`src/sv/kdb_pkg.sv`:
```
// Package for the key debounce event detector: phase encoding, event
// struct and reset values of the configuration registers.
// No dependencies.
package kdb_pkg;

    localparam int TIME_BITS_DEFAULT = 32;
    localparam int CFG_DATA_BITS     = 32;
    localparam int DEBOUNCE_BITS     = 16;
    localparam int CFG_INDEX_BITS    = 2;

    localparam logic [DEBOUNCE_BITS-1:0] DEBOUNCE_RESET = 16'd20;
    localparam logic [CFG_DATA_BITS-1:0] HOLD_REPEAT_RESET = 32'd1000;
    localparam logic [CFG_DATA_BITS-1:0] SHORT_RELEASE_RESET = 32'd1000;

    typedef enum logic [CFG_INDEX_BITS-1:0] {
        CFG_DEBOUNCE_TIME        = 2'd0,
        CFG_HOLD_REPEAT_INTERVAL = 2'd1,
        CFG_SHORT_RELEASE_LIMIT  = 2'd2
    } cfg_index_t;

    typedef enum logic [2:0] {
        PH_IDLE       = 3'd0,
        PH_FIRST_DOWN = 3'd1,
        PH_DOWN       = 3'd2,
        PH_FIRST_UP   = 3'd3,
        PH_UP         = 3'd4
    } phase_t;

    typedef struct packed {
        logic press;
        logic release_ev;
        logic hold_repeat;
        logic short_release;
        logic held;
    } event_t;

endpackage

```
`src/sv/kdb_fsm.sv`:
```
// Debounce phase machine with mark and press time registers; produces
// the event flags of one scan combinationally. Depends on kdb_pkg.
module kdb_fsm #(
    parameter int TIME_BITS = kdb_pkg::TIME_BITS_DEFAULT
) (
    input  logic                                  clk,
    input  logic                                  rst_n,
    input  logic                                  scan_en,
    input  logic                                  pin_level,
    input  logic [TIME_BITS-1:0]                  now,
    input  logic [kdb_pkg::DEBOUNCE_BITS-1:0]     debounce_time,
    input  logic [kdb_pkg::CFG_DATA_BITS-1:0]     hold_repeat_interval,
    input  logic [kdb_pkg::CFG_DATA_BITS-1:0]     short_release_limit,
    output kdb_pkg::event_t                       events
);

    localparam int CMP_BITS =
        (TIME_BITS > kdb_pkg::CFG_DATA_BITS) ? TIME_BITS : kdb_pkg::CFG_DATA_BITS;

    kdb_pkg::phase_t        phase_reg, phase_next;
    logic [TIME_BITS-1:0]   mark_reg, mark_next;
    logic [TIME_BITS-1:0]   press_time_reg, press_time_next;
    logic [TIME_BITS-1:0]   since_mark, since_press;
    logic                   debounced;
    logic                   press, release_ev;

    // Wrapping differences modulo 2^TIME_BITS.
    assign since_mark  = now - mark_reg;
    assign since_press = now - press_time_reg;
    assign debounced   = CMP_BITS'(since_mark) >= CMP_BITS'(debounce_time);

    always_comb
    begin
        phase_next = kdb_pkg::PH_IDLE;
        case (phase_reg)
            kdb_pkg::PH_FIRST_DOWN:
            begin
                if (pin_level)
                    phase_next = kdb_pkg::PH_IDLE;
                else if (debounced)
                    phase_next = kdb_pkg::PH_DOWN;
                else
                    phase_next = kdb_pkg::PH_FIRST_DOWN;
            end
            kdb_pkg::PH_DOWN:
            begin
                phase_next = pin_level ? kdb_pkg::PH_FIRST_UP : kdb_pkg::PH_DOWN;
            end
            kdb_pkg::PH_FIRST_UP:
            begin
                if (!pin_level)
                    phase_next = kdb_pkg::PH_DOWN;
                else if (debounced)
                    phase_next = kdb_pkg::PH_UP;
                else
                    phase_next = kdb_pkg::PH_FIRST_UP;
            end
            kdb_pkg::PH_UP:
            begin
                phase_next = kdb_pkg::PH_IDLE;
            end
            default:
            begin
                phase_next = pin_level ? kdb_pkg::PH_IDLE : kdb_pkg::PH_FIRST_DOWN;
            end
        endcase
    end

    always_comb
    begin
        press      = (phase_reg == kdb_pkg::PH_FIRST_DOWN) &&
                     (phase_next == kdb_pkg::PH_DOWN);
        release_ev = (phase_reg == kdb_pkg::PH_FIRST_UP) &&
                     (phase_next == kdb_pkg::PH_UP);

        events.press      = press;
        events.release_ev = release_ev;
        // On the confirming scan the mark becomes now, and the !press term keeps a repeat from firing.
        events.hold_repeat = (phase_next == kdb_pkg::PH_DOWN) && !press &&
                             (CMP_BITS'(since_mark) > CMP_BITS'(hold_repeat_interval));
        events.short_release = release_ev &&
                             (CMP_BITS'(since_press) < CMP_BITS'(short_release_limit));
        events.held = (phase_next == kdb_pkg::PH_DOWN) ||
                      (phase_next == kdb_pkg::PH_FIRST_UP);

        // Every transition that restarts a period, and each repeat, marks now.
        // Returning from first up to down keeps the mark.
        if (press || release_ev || events.hold_repeat ||
            ((phase_reg == kdb_pkg::PH_DOWN) && pin_level) ||
            ((phase_next == kdb_pkg::PH_FIRST_DOWN) &&
             (phase_reg != kdb_pkg::PH_FIRST_DOWN)))
            mark_next = now;
        else
            mark_next = mark_reg;

        press_time_next = press ? now : press_time_reg;
    end

    always_ff @(posedge clk or negedge rst_n)
    begin
        if (!rst_n)
        begin
            phase_reg      <= kdb_pkg::PH_IDLE;
            mark_reg       <= '0;
            press_time_reg <= '0;
        end
        else if (scan_en)
        begin
            phase_reg      <= phase_next;
            mark_reg       <= mark_next;
            press_time_reg <= press_time_next;
        end
    end

endmodule

```
`src/sv/key_debounce_event_detector.sv`:
```
// Top level of the key debounce event detector: scan input register,
// configuration registers and result register. Depends on kdb_pkg, kdb_fsm.
//
// Each scan transaction (pin level and tick time) gives exactly one result
// transaction with press, release, hold-repeat and short-release pulses and
// the held flag. The block takes one scan per clock cycle while the result
// side does not stall; each scan passes through the input register and is
// registered in the result register; the phase update between them sets the rate.
// A stall on the result side holds the result register and then the input
// register. Tick differences wrap modulo 2^TIME_BITS.
module key_debounce_event_detector #(
    parameter int TIME_BITS = kdb_pkg::TIME_BITS_DEFAULT
) (
    input  logic                                 clk,
    input  logic                                 rst_n,
    input  logic                                 in_valid,
    output logic                                 in_stall,
    input  logic                                 pin_level,
    input  logic [31:0]                          now_ticks,
    output logic                                 out_valid,
    input  logic                                 out_stall,
    output logic                                 press_event,
    output logic                                 release_event,
    output logic                                 hold_repeat_event,
    output logic                                 short_release_event,
    output logic                                 is_held,
    input  logic                                 cfg_we,
    input  logic [kdb_pkg::CFG_INDEX_BITS-1:0]   cfg_index,
    input  logic [kdb_pkg::CFG_DATA_BITS-1:0]    cfg_data
);

    logic [kdb_pkg::DEBOUNCE_BITS-1:0] debounce_reg;
    logic [kdb_pkg::CFG_DATA_BITS-1:0] hold_repeat_reg;
    logic [kdb_pkg::CFG_DATA_BITS-1:0] short_release_reg;

    logic                  scan_valid_reg;
    logic                  pin_reg;
    logic [TIME_BITS-1:0]  now_reg;
    logic                  out_valid_reg;
    kdb_pkg::event_t       result_reg;
    kdb_pkg::event_t       events;
    logic                  out_free;
    logic                  scan_en;
    logic                  in_take;

    assign out_free = !out_valid_reg || !out_stall;
    assign scan_en  = scan_valid_reg && out_free;
    assign in_stall = scan_valid_reg && !out_free;
    assign in_take  = in_valid && !in_stall;

    always_ff @(posedge clk or negedge rst_n)
    begin
        if (!rst_n)
        begin
            debounce_reg      <= kdb_pkg::DEBOUNCE_RESET;
            hold_repeat_reg   <= kdb_pkg::HOLD_REPEAT_RESET;
            short_release_reg <= kdb_pkg::SHORT_RELEASE_RESET;
        end
        else if (cfg_we)
        begin
            case (cfg_index)
                kdb_pkg::CFG_DEBOUNCE_TIME:
                    debounce_reg <= cfg_data[kdb_pkg::DEBOUNCE_BITS-1:0];
                kdb_pkg::CFG_HOLD_REPEAT_INTERVAL:
                    hold_repeat_reg <= cfg_data;
                kdb_pkg::CFG_SHORT_RELEASE_LIMIT:
                    short_release_reg <= cfg_data;
                default:
                    ;
            endcase
        end
    end

    always_ff @(posedge clk or negedge rst_n)
    begin
        if (!rst_n)
        begin
            scan_valid_reg <= 1'b0;
            out_valid_reg  <= 1'b0;
        end
        else
        begin
            if (in_take)
                scan_valid_reg <= 1'b1;
            else if (scan_en)
                scan_valid_reg <= 1'b0;

            if (scan_en)
                out_valid_reg <= 1'b1;
            else if (!out_stall)
                out_valid_reg <= 1'b0;
        end
    end

    always_ff @(posedge clk)
    begin
        if (in_take)
        begin
            pin_reg <= pin_level;
            now_reg <= TIME_BITS'(now_ticks);
        end
        if (scan_en)
            result_reg <= events;
    end

    kdb_fsm #(
        .TIME_BITS (TIME_BITS)
    ) u_fsm (
        .clk                  (clk),
        .rst_n                (rst_n),
        .scan_en              (scan_en),
        .pin_level            (pin_reg),
        .now                  (now_reg),
        .debounce_time        (debounce_reg),
        .hold_repeat_interval (hold_repeat_reg),
        .short_release_limit  (short_release_reg),
        .events               (events)
    );

    assign out_valid           = out_valid_reg;
    assign press_event         = result_reg.press;
    assign release_event       = result_reg.release_ev;
    assign hold_repeat_event   = result_reg.hold_repeat;
    assign short_release_event = result_reg.short_release;
    assign is_held             = result_reg.held;

endmodule

```
`config.mk`:
```
export PLATFORM = sky130hd
export DESIGN_NAME = key_debounce_event_detector
export DESIGN_NICKNAME = d
export VERILOG_FILES = /design/src/sv/kdb_pkg.sv /design/src/sv/kdb_fsm.sv /design/src/sv/key_debounce_event_detector.sv
export SDC_FILE = /design/constraint.sdc
export NUM_CORES = 1
export LEC_CHECK = 0
export CORE_MARGIN = 8
export CORE_UTILIZATION = 30
export CTS_CLUSTER_SIZE = 14
export DETAILED_ROUTE_END_ITERATION = 6
export DONT_BUFFER_PORTS = 1
export PLACE_DENSITY = 0.45
export SYNTH_ARGS = -nofsm -noshare
export SYNTH_HDL_FRONTEND = slang
export SYNTH_HIERARCHICAL = 1
export SYNTH_SLANG_ARGS = --single-unit
export TNS_END_PERCENT = 20
```
`constraint.sdc`:
```
create_clock -name clk -period 5.4 [get_ports clk]
set_input_delay 0.54 -clock clk [delete_from_list [all_inputs] [get_ports clk]]
set_output_delay 0.54 -clock clk [all_outputs]
set_load 0.01 [all_outputs]
```
==> impl_metrics.prom <==
# TYPE chip_impl_metric gauge
chip_impl_metric{name="grt-ovfl-total",unit=""} 0
chip_impl_info{name="hold_class",value="input pin to asynchronous set/reset pin"} 1
chip_impl_metric{name="drt_iter0_drc",unit=""} 463
chip_impl_metric{name="floorplan.core_area",unit="um^2"} 41020
chip_impl_info{name="layout.cells.most_common_list",value="sky130_fd_sc_hd__inv_1, sky130_fd_sc_hd__dfrtp_1, sky130_fd_sc_hd__ha_1"} 1
chip_impl_metric{name="layout_setup_ws",unit="ns"} 0.1313
chip_impl_metric{name="grt_start_max_net_pins",unit=""} 150
chip_impl_metric{name="area_growth",unit="%"} 14.88
chip_impl_info{name="outcome",value="finished, final reports clean"} 1
chip_impl_metric{name="async_flop_share",unit="%"} 79.68
chip_impl_metric{name="yosys_warnings",unit=""} 6
chip_impl_metric{name="cts_made_buffers",unit=""} 17
chip_impl_metric{name="cp.arrival",unit="ns"} 5.62
chip_impl_metric{name="pwr_cell_area",unit="nW/um^2"} 614.3
chip_impl_info{name="critical_path.top_delay_family",value="compound AO/OA/AOI/OAI gates"} 1
chip_impl_info{name="worstSetupEndpointType",value="flop"} 1
chip_impl_metric{name="routed_wl",unit="um"} 33330
chip_impl_metric{name="finClkSkew",unit="ns"} 0.02763
chip_impl_metric{name="period_minus_slack",unit="ns"} 5.269
chip_impl_metric{name="grt.total_usage",unit="%"} 14.06
chip_impl_metric{name="path_buf_inv",unit=""} 2
chip_impl_metric{name="yosys.cell_types.count",unit=""} 75
chip_impl_metric{name="timing_hold_violations_final",unit=""} 0
chip_impl_metric{name="worst_slew_pin_slew",unit="ns"} 1.042
chip_impl_metric{name="vias_in_the_first_global_route",unit=""} 8914
chip_impl_info{name="clock_tree.root_cell",value="sky130_fd_sc_hd__clkbuf_16"} 1
chip_impl_metric{name="detailroute.via_count",unit=""} 8789
chip_impl_metric{name="synth_edf_count",unit=""} 38
chip_impl_metric{name="worst-path-stages",unit=""} 20
chip_impl_metric{name="synth_area_per_cell",unit="um^2"} 10.46
chip_impl_metric{name="number_of_maximum_capacitance_constraint_violations",unit=""} 0
chip_impl_metric{name="firstDrtPassIters",unit=""} 4
chip_impl_info{name="tritoncts",value="yes"} 1
chip_impl_metric{name="relSlewSlack",unit="%"} 30.55
chip_impl_metric{name="mappedNetlistNets",unit=""} 1410
chip_impl_metric{name="drive_gt1_share",unit="%"} 22.31
chip_impl_metric{name="sequential_cell_area_fraction_in_the_yosys_report",unit="%"} 39.11
chip_impl_info{name="grt_setup_unrepaired",value="true"} 1
chip_impl_metric{name="row_count",unit=""} 74
chip_impl_metric{name="synth_area",unit="um^2"} 12500
chip_impl_metric{name="p_leak",unit="nW"} 6.637
chip_impl_metric{name="number_of_storage_elements_in_the_synthesis_netlist",unit=""} 187
chip_impl_metric{name="routed_via_density",unit=""} 4.916
chip_impl_metric{name="final-seq-area",unit="um^2"} 4887
chip_impl_metric{name="grt_pass1_wl",unit="um"} 51740
chip_impl_metric{name="pre_cts_slack",unit="ns"} -0.08886
chip_impl_metric{name="max_freq",unit="MHz"} 189.8
chip_impl_info{name="worstSetupStartpoint",value="now_reg[3]"} 1
chip_impl_metric{name="port_buffers",unit=""} 0
chip_impl_metric{name="floorplan.die.width",unit="um"} 220.1
chip_impl_metric{name="htree_num_levels",unit=""} 4
chip_impl_info{name="timing.critical_path.to",value="u_fsm/mark_reg[23]"} 1
chip_impl_metric{name="post_drt_wl_per_cell",unit="um"} 18.64
chip_impl_metric{name="fp.dieH",unit="um"} 220.1
chip_impl_info{name="worstSetupPathType",value="flop to flop"} 1
chip_impl_metric{name="drc",unit=""} 0
chip_impl_info{name="rr_endpoint",value="u_fsm/mark_reg[23]"} 1
chip_impl_metric{name="initial_utilization",unit="%"} 30.46
chip_impl_metric{name="gp_routability_congestion",unit=""} 0.8334
chip_impl_metric{name="synthCells",unit=""} 1195
chip_impl_metric{name="clock_transition_time_at_the_flip_flop_clock_pins_of_the_worst_setup_and_hold_paths",unit="ns"} 0.08
chip_impl_metric{name="die-area",unit="um^2"} 48440
chip_impl_metric{name="worst_skew_pair.late_latency",unit="ns"} 0.48
chip_impl_metric{name="rr_worst_depth",unit=""} 20
chip_impl_metric{name="final_max_slew_viol_count",unit=""} 0
chip_impl_metric{name="critPathRequiredTime",unit="ns"} 5.75
chip_impl_info{name="synth_ff_type",value="sky130_fd_sc_hd__dfrtp_1"} 1
chip_impl_metric{name="report.power.total",unit="mW"} 8.819
chip_impl_info{name="layout.cells.most_common",value="sky130_fd_sc_hd__inv_1"} 1
chip_impl_metric{name="clkSinkCount",unit=""} 187
chip_impl_metric{name="critical_path.max_fanout",unit=""} 16
chip_impl_metric{name="finish.net_count",unit=""} 1457
chip_impl_metric{name="finalCoreUtilization",unit="%"} 35.00
chip_impl_info{name="timing.rr.start",value="now_reg[3]"} 1
chip_impl_metric{name="timing.critical_path.slowest_cell_delay",unit="ns"} 0.47
chip_impl_metric{name="peakVddDrop",unit="uV"} 165.3
chip_impl_metric{name="antenna_left",unit=""} 0
chip_impl_metric{name="clk_path_buf_depth",unit=""} 2
chip_impl_metric{name="multi_input_area",unit="um^2"} 7104
chip_impl_metric{name="setup_viol_count_final",unit=""} 0
chip_impl_metric{name="fillers",unit=""} 4134
chip_impl_info{name="crit_path_cell_trace",value="ha_4 > o211ai_1 > a21oi_4 > o41a_1 > a21o_1 > a21oi_2 > xnor2_1 > ha_1 > a21o_1 > a211oi_2 > o221ai_2 > a311o_1 > nor3_2 > o2111ai_2 > a211o_1 > o41a_1 > o31ai_4 > buf_6 > buf_16 > mux2_1"} 1
chip_impl_metric{name="post-route-period-util",unit="%"} 97.57
chip_impl_metric{name="final_hpwl_from_detailed_placement",unit="um"} 24960
chip_impl_info{name="critPathSlowestCell",value="sky130_fd_sc_hd__edfxtp_1"} 1
chip_impl_metric{name="timing.reg2reg.setup_slack",unit="ns"} 0.13
chip_impl_metric{name="pin_count",unit=""} 79
chip_impl_info{name="start_kind",value="flop"} 1
chip_impl_metric{name="number_of_antenna_violations_at_the_first_check_in_global_routing",unit=""} 2
-- how the worst min path moves through the flow --
stage,from,end,cells after the start
floorplan,rst_n,debounce_reg[0],0
global placement,rst_n,short_release_reg[10],0
detailed placement,rst_n,short_release_reg[10],0
CTS,rst_n,debounce_reg[8],1
global route,rst_n,u_fsm/press_time_reg[6],1
finish,rst_n,u_fsm/press_time_reg[6],1
-- metrics by stage --
| stage | hold WS [ns] | area, um^2 | setup TNS [ns] | std cells |
|---|---|---|---|---|
| floorplan | 0.2444 | 12500 | 0 | 1195 |
| global placement | 0.2616 | 13320 | -3.208 | 1740 |
| detailed placement | 0.2621 | 13320 | -2.251 | 1740 |
| CTS | 0.1118 | 14040 | 0 | 1780 |
| global route | 0.1080 | 14360 | -3.172 | 1788 |
| finish | 0.07267 | 14360 | 0 | 1788 |
-- report_power, final --
| group | internal (mW) | leakage, nW | switching, mW |
|---|---|---|---|
| logic | 2.61 | 4.24 | 2.88 |
| clock network | 0.652 | 0.273 | 0.596 |
| registers | 1.85 | 2.12 | 0.226 |
-- synth_stat cells (all sizes together), types with 3 or more instances --
cell / number / share of area, %
o211ai: 9 / 0.58
o41ai: 4 / 0.43
a211o: 6 / 0.42
o211a: 4 / 0.32
nand4: 22 / 1.1
a31oi: 10 / 0.50
ha: 141 / 14
xor2: 14 / 0.98
o2111ai: 3 / 0.21
nor3: 12 / 0.48
nor3b: 3 / 0.27
inv: 165 / 5.0
o21bai: 7 / 0.42
nor2b: 14 / 0.70
or2: 6 / 0.30
nor2: 59 / 1.8
or3: 3 / 0.19
clkbuf: 9 / 0.28
a21oi: 67 / 2.7
a21boi: 5 / 0.30
xnor2: 44 / 3.1
o21a: 16 / 0.96
mux2: 143 / 13
and2: 9 / 0.45
dfstp: 14 / 2.9
and4: 4 / 0.28
nand3: 18 / 0.72
a311o: 3 / 0.24
o21ai: 40 / 1.6
o31ai: 8 / 0.63
nand2: 33 / 0.99
and3: 6 / 0.30
nor4: 4 / 0.20
o31a: 4 / 0.28
nand2b: 20 / 1.0
buf: 19 / 1.1
edfxtp: 38 / 9.1
dfrtp: 135 / 27
a21o: 33 / 2.0
a211oi: 9 / 0.54
-- cell type report --
class | count | share of cell area [%]
Timing Repair Buffer | 56 | 3.556
Antenna cell | 1 | 0.01743
Sequential cell | 187 | 34.05
Multi-Input combinational cell | 815 | 49.49
Tap cell | 532 | 4.637
Inverter | 165 | 4.314
Clock buffer | 22 | 3.391
Clock inverter | 10 | 0.5491
-- kinds of logic (layout without fill, tap and decap cells) --
logic type / count (synthesis) / after routing / share of synthesized area (%)
fa+ha+maj: 143 / 143 / 14.44
mux: 145 / 145 / 13.05
xor+xnor: 58 / 58 / 4.065
buf+inv: 193 / 253 / 6.358
flops: 187 / 187 / 39.11
simple gates: 219 / 219 / 9.152
other cells: 0 / 1 / 0
compound gates: 250 / 250 / 13.83
-- per-layer routing --
metal  up-vias  global-route usage [%]  routed length, um
met2       111                   22.50              15330
met3        28                   3.044               1014
met5         -                       0                  0
li1       4359                       -                  -
met4         0                   4.678                585
met1      4291                   18.68              16400
-- repair_timing --
item,CTS,global route
gates cloned,1,1
endpoints found under the setup margin,32,64
endpoints found under the hold margin,149,0
buffers inserted,6,6
resized for setup,9,56
hold buffers,1,0
pin swaps,8,25
Note: power is estimated with default switching activity, not from simulation.
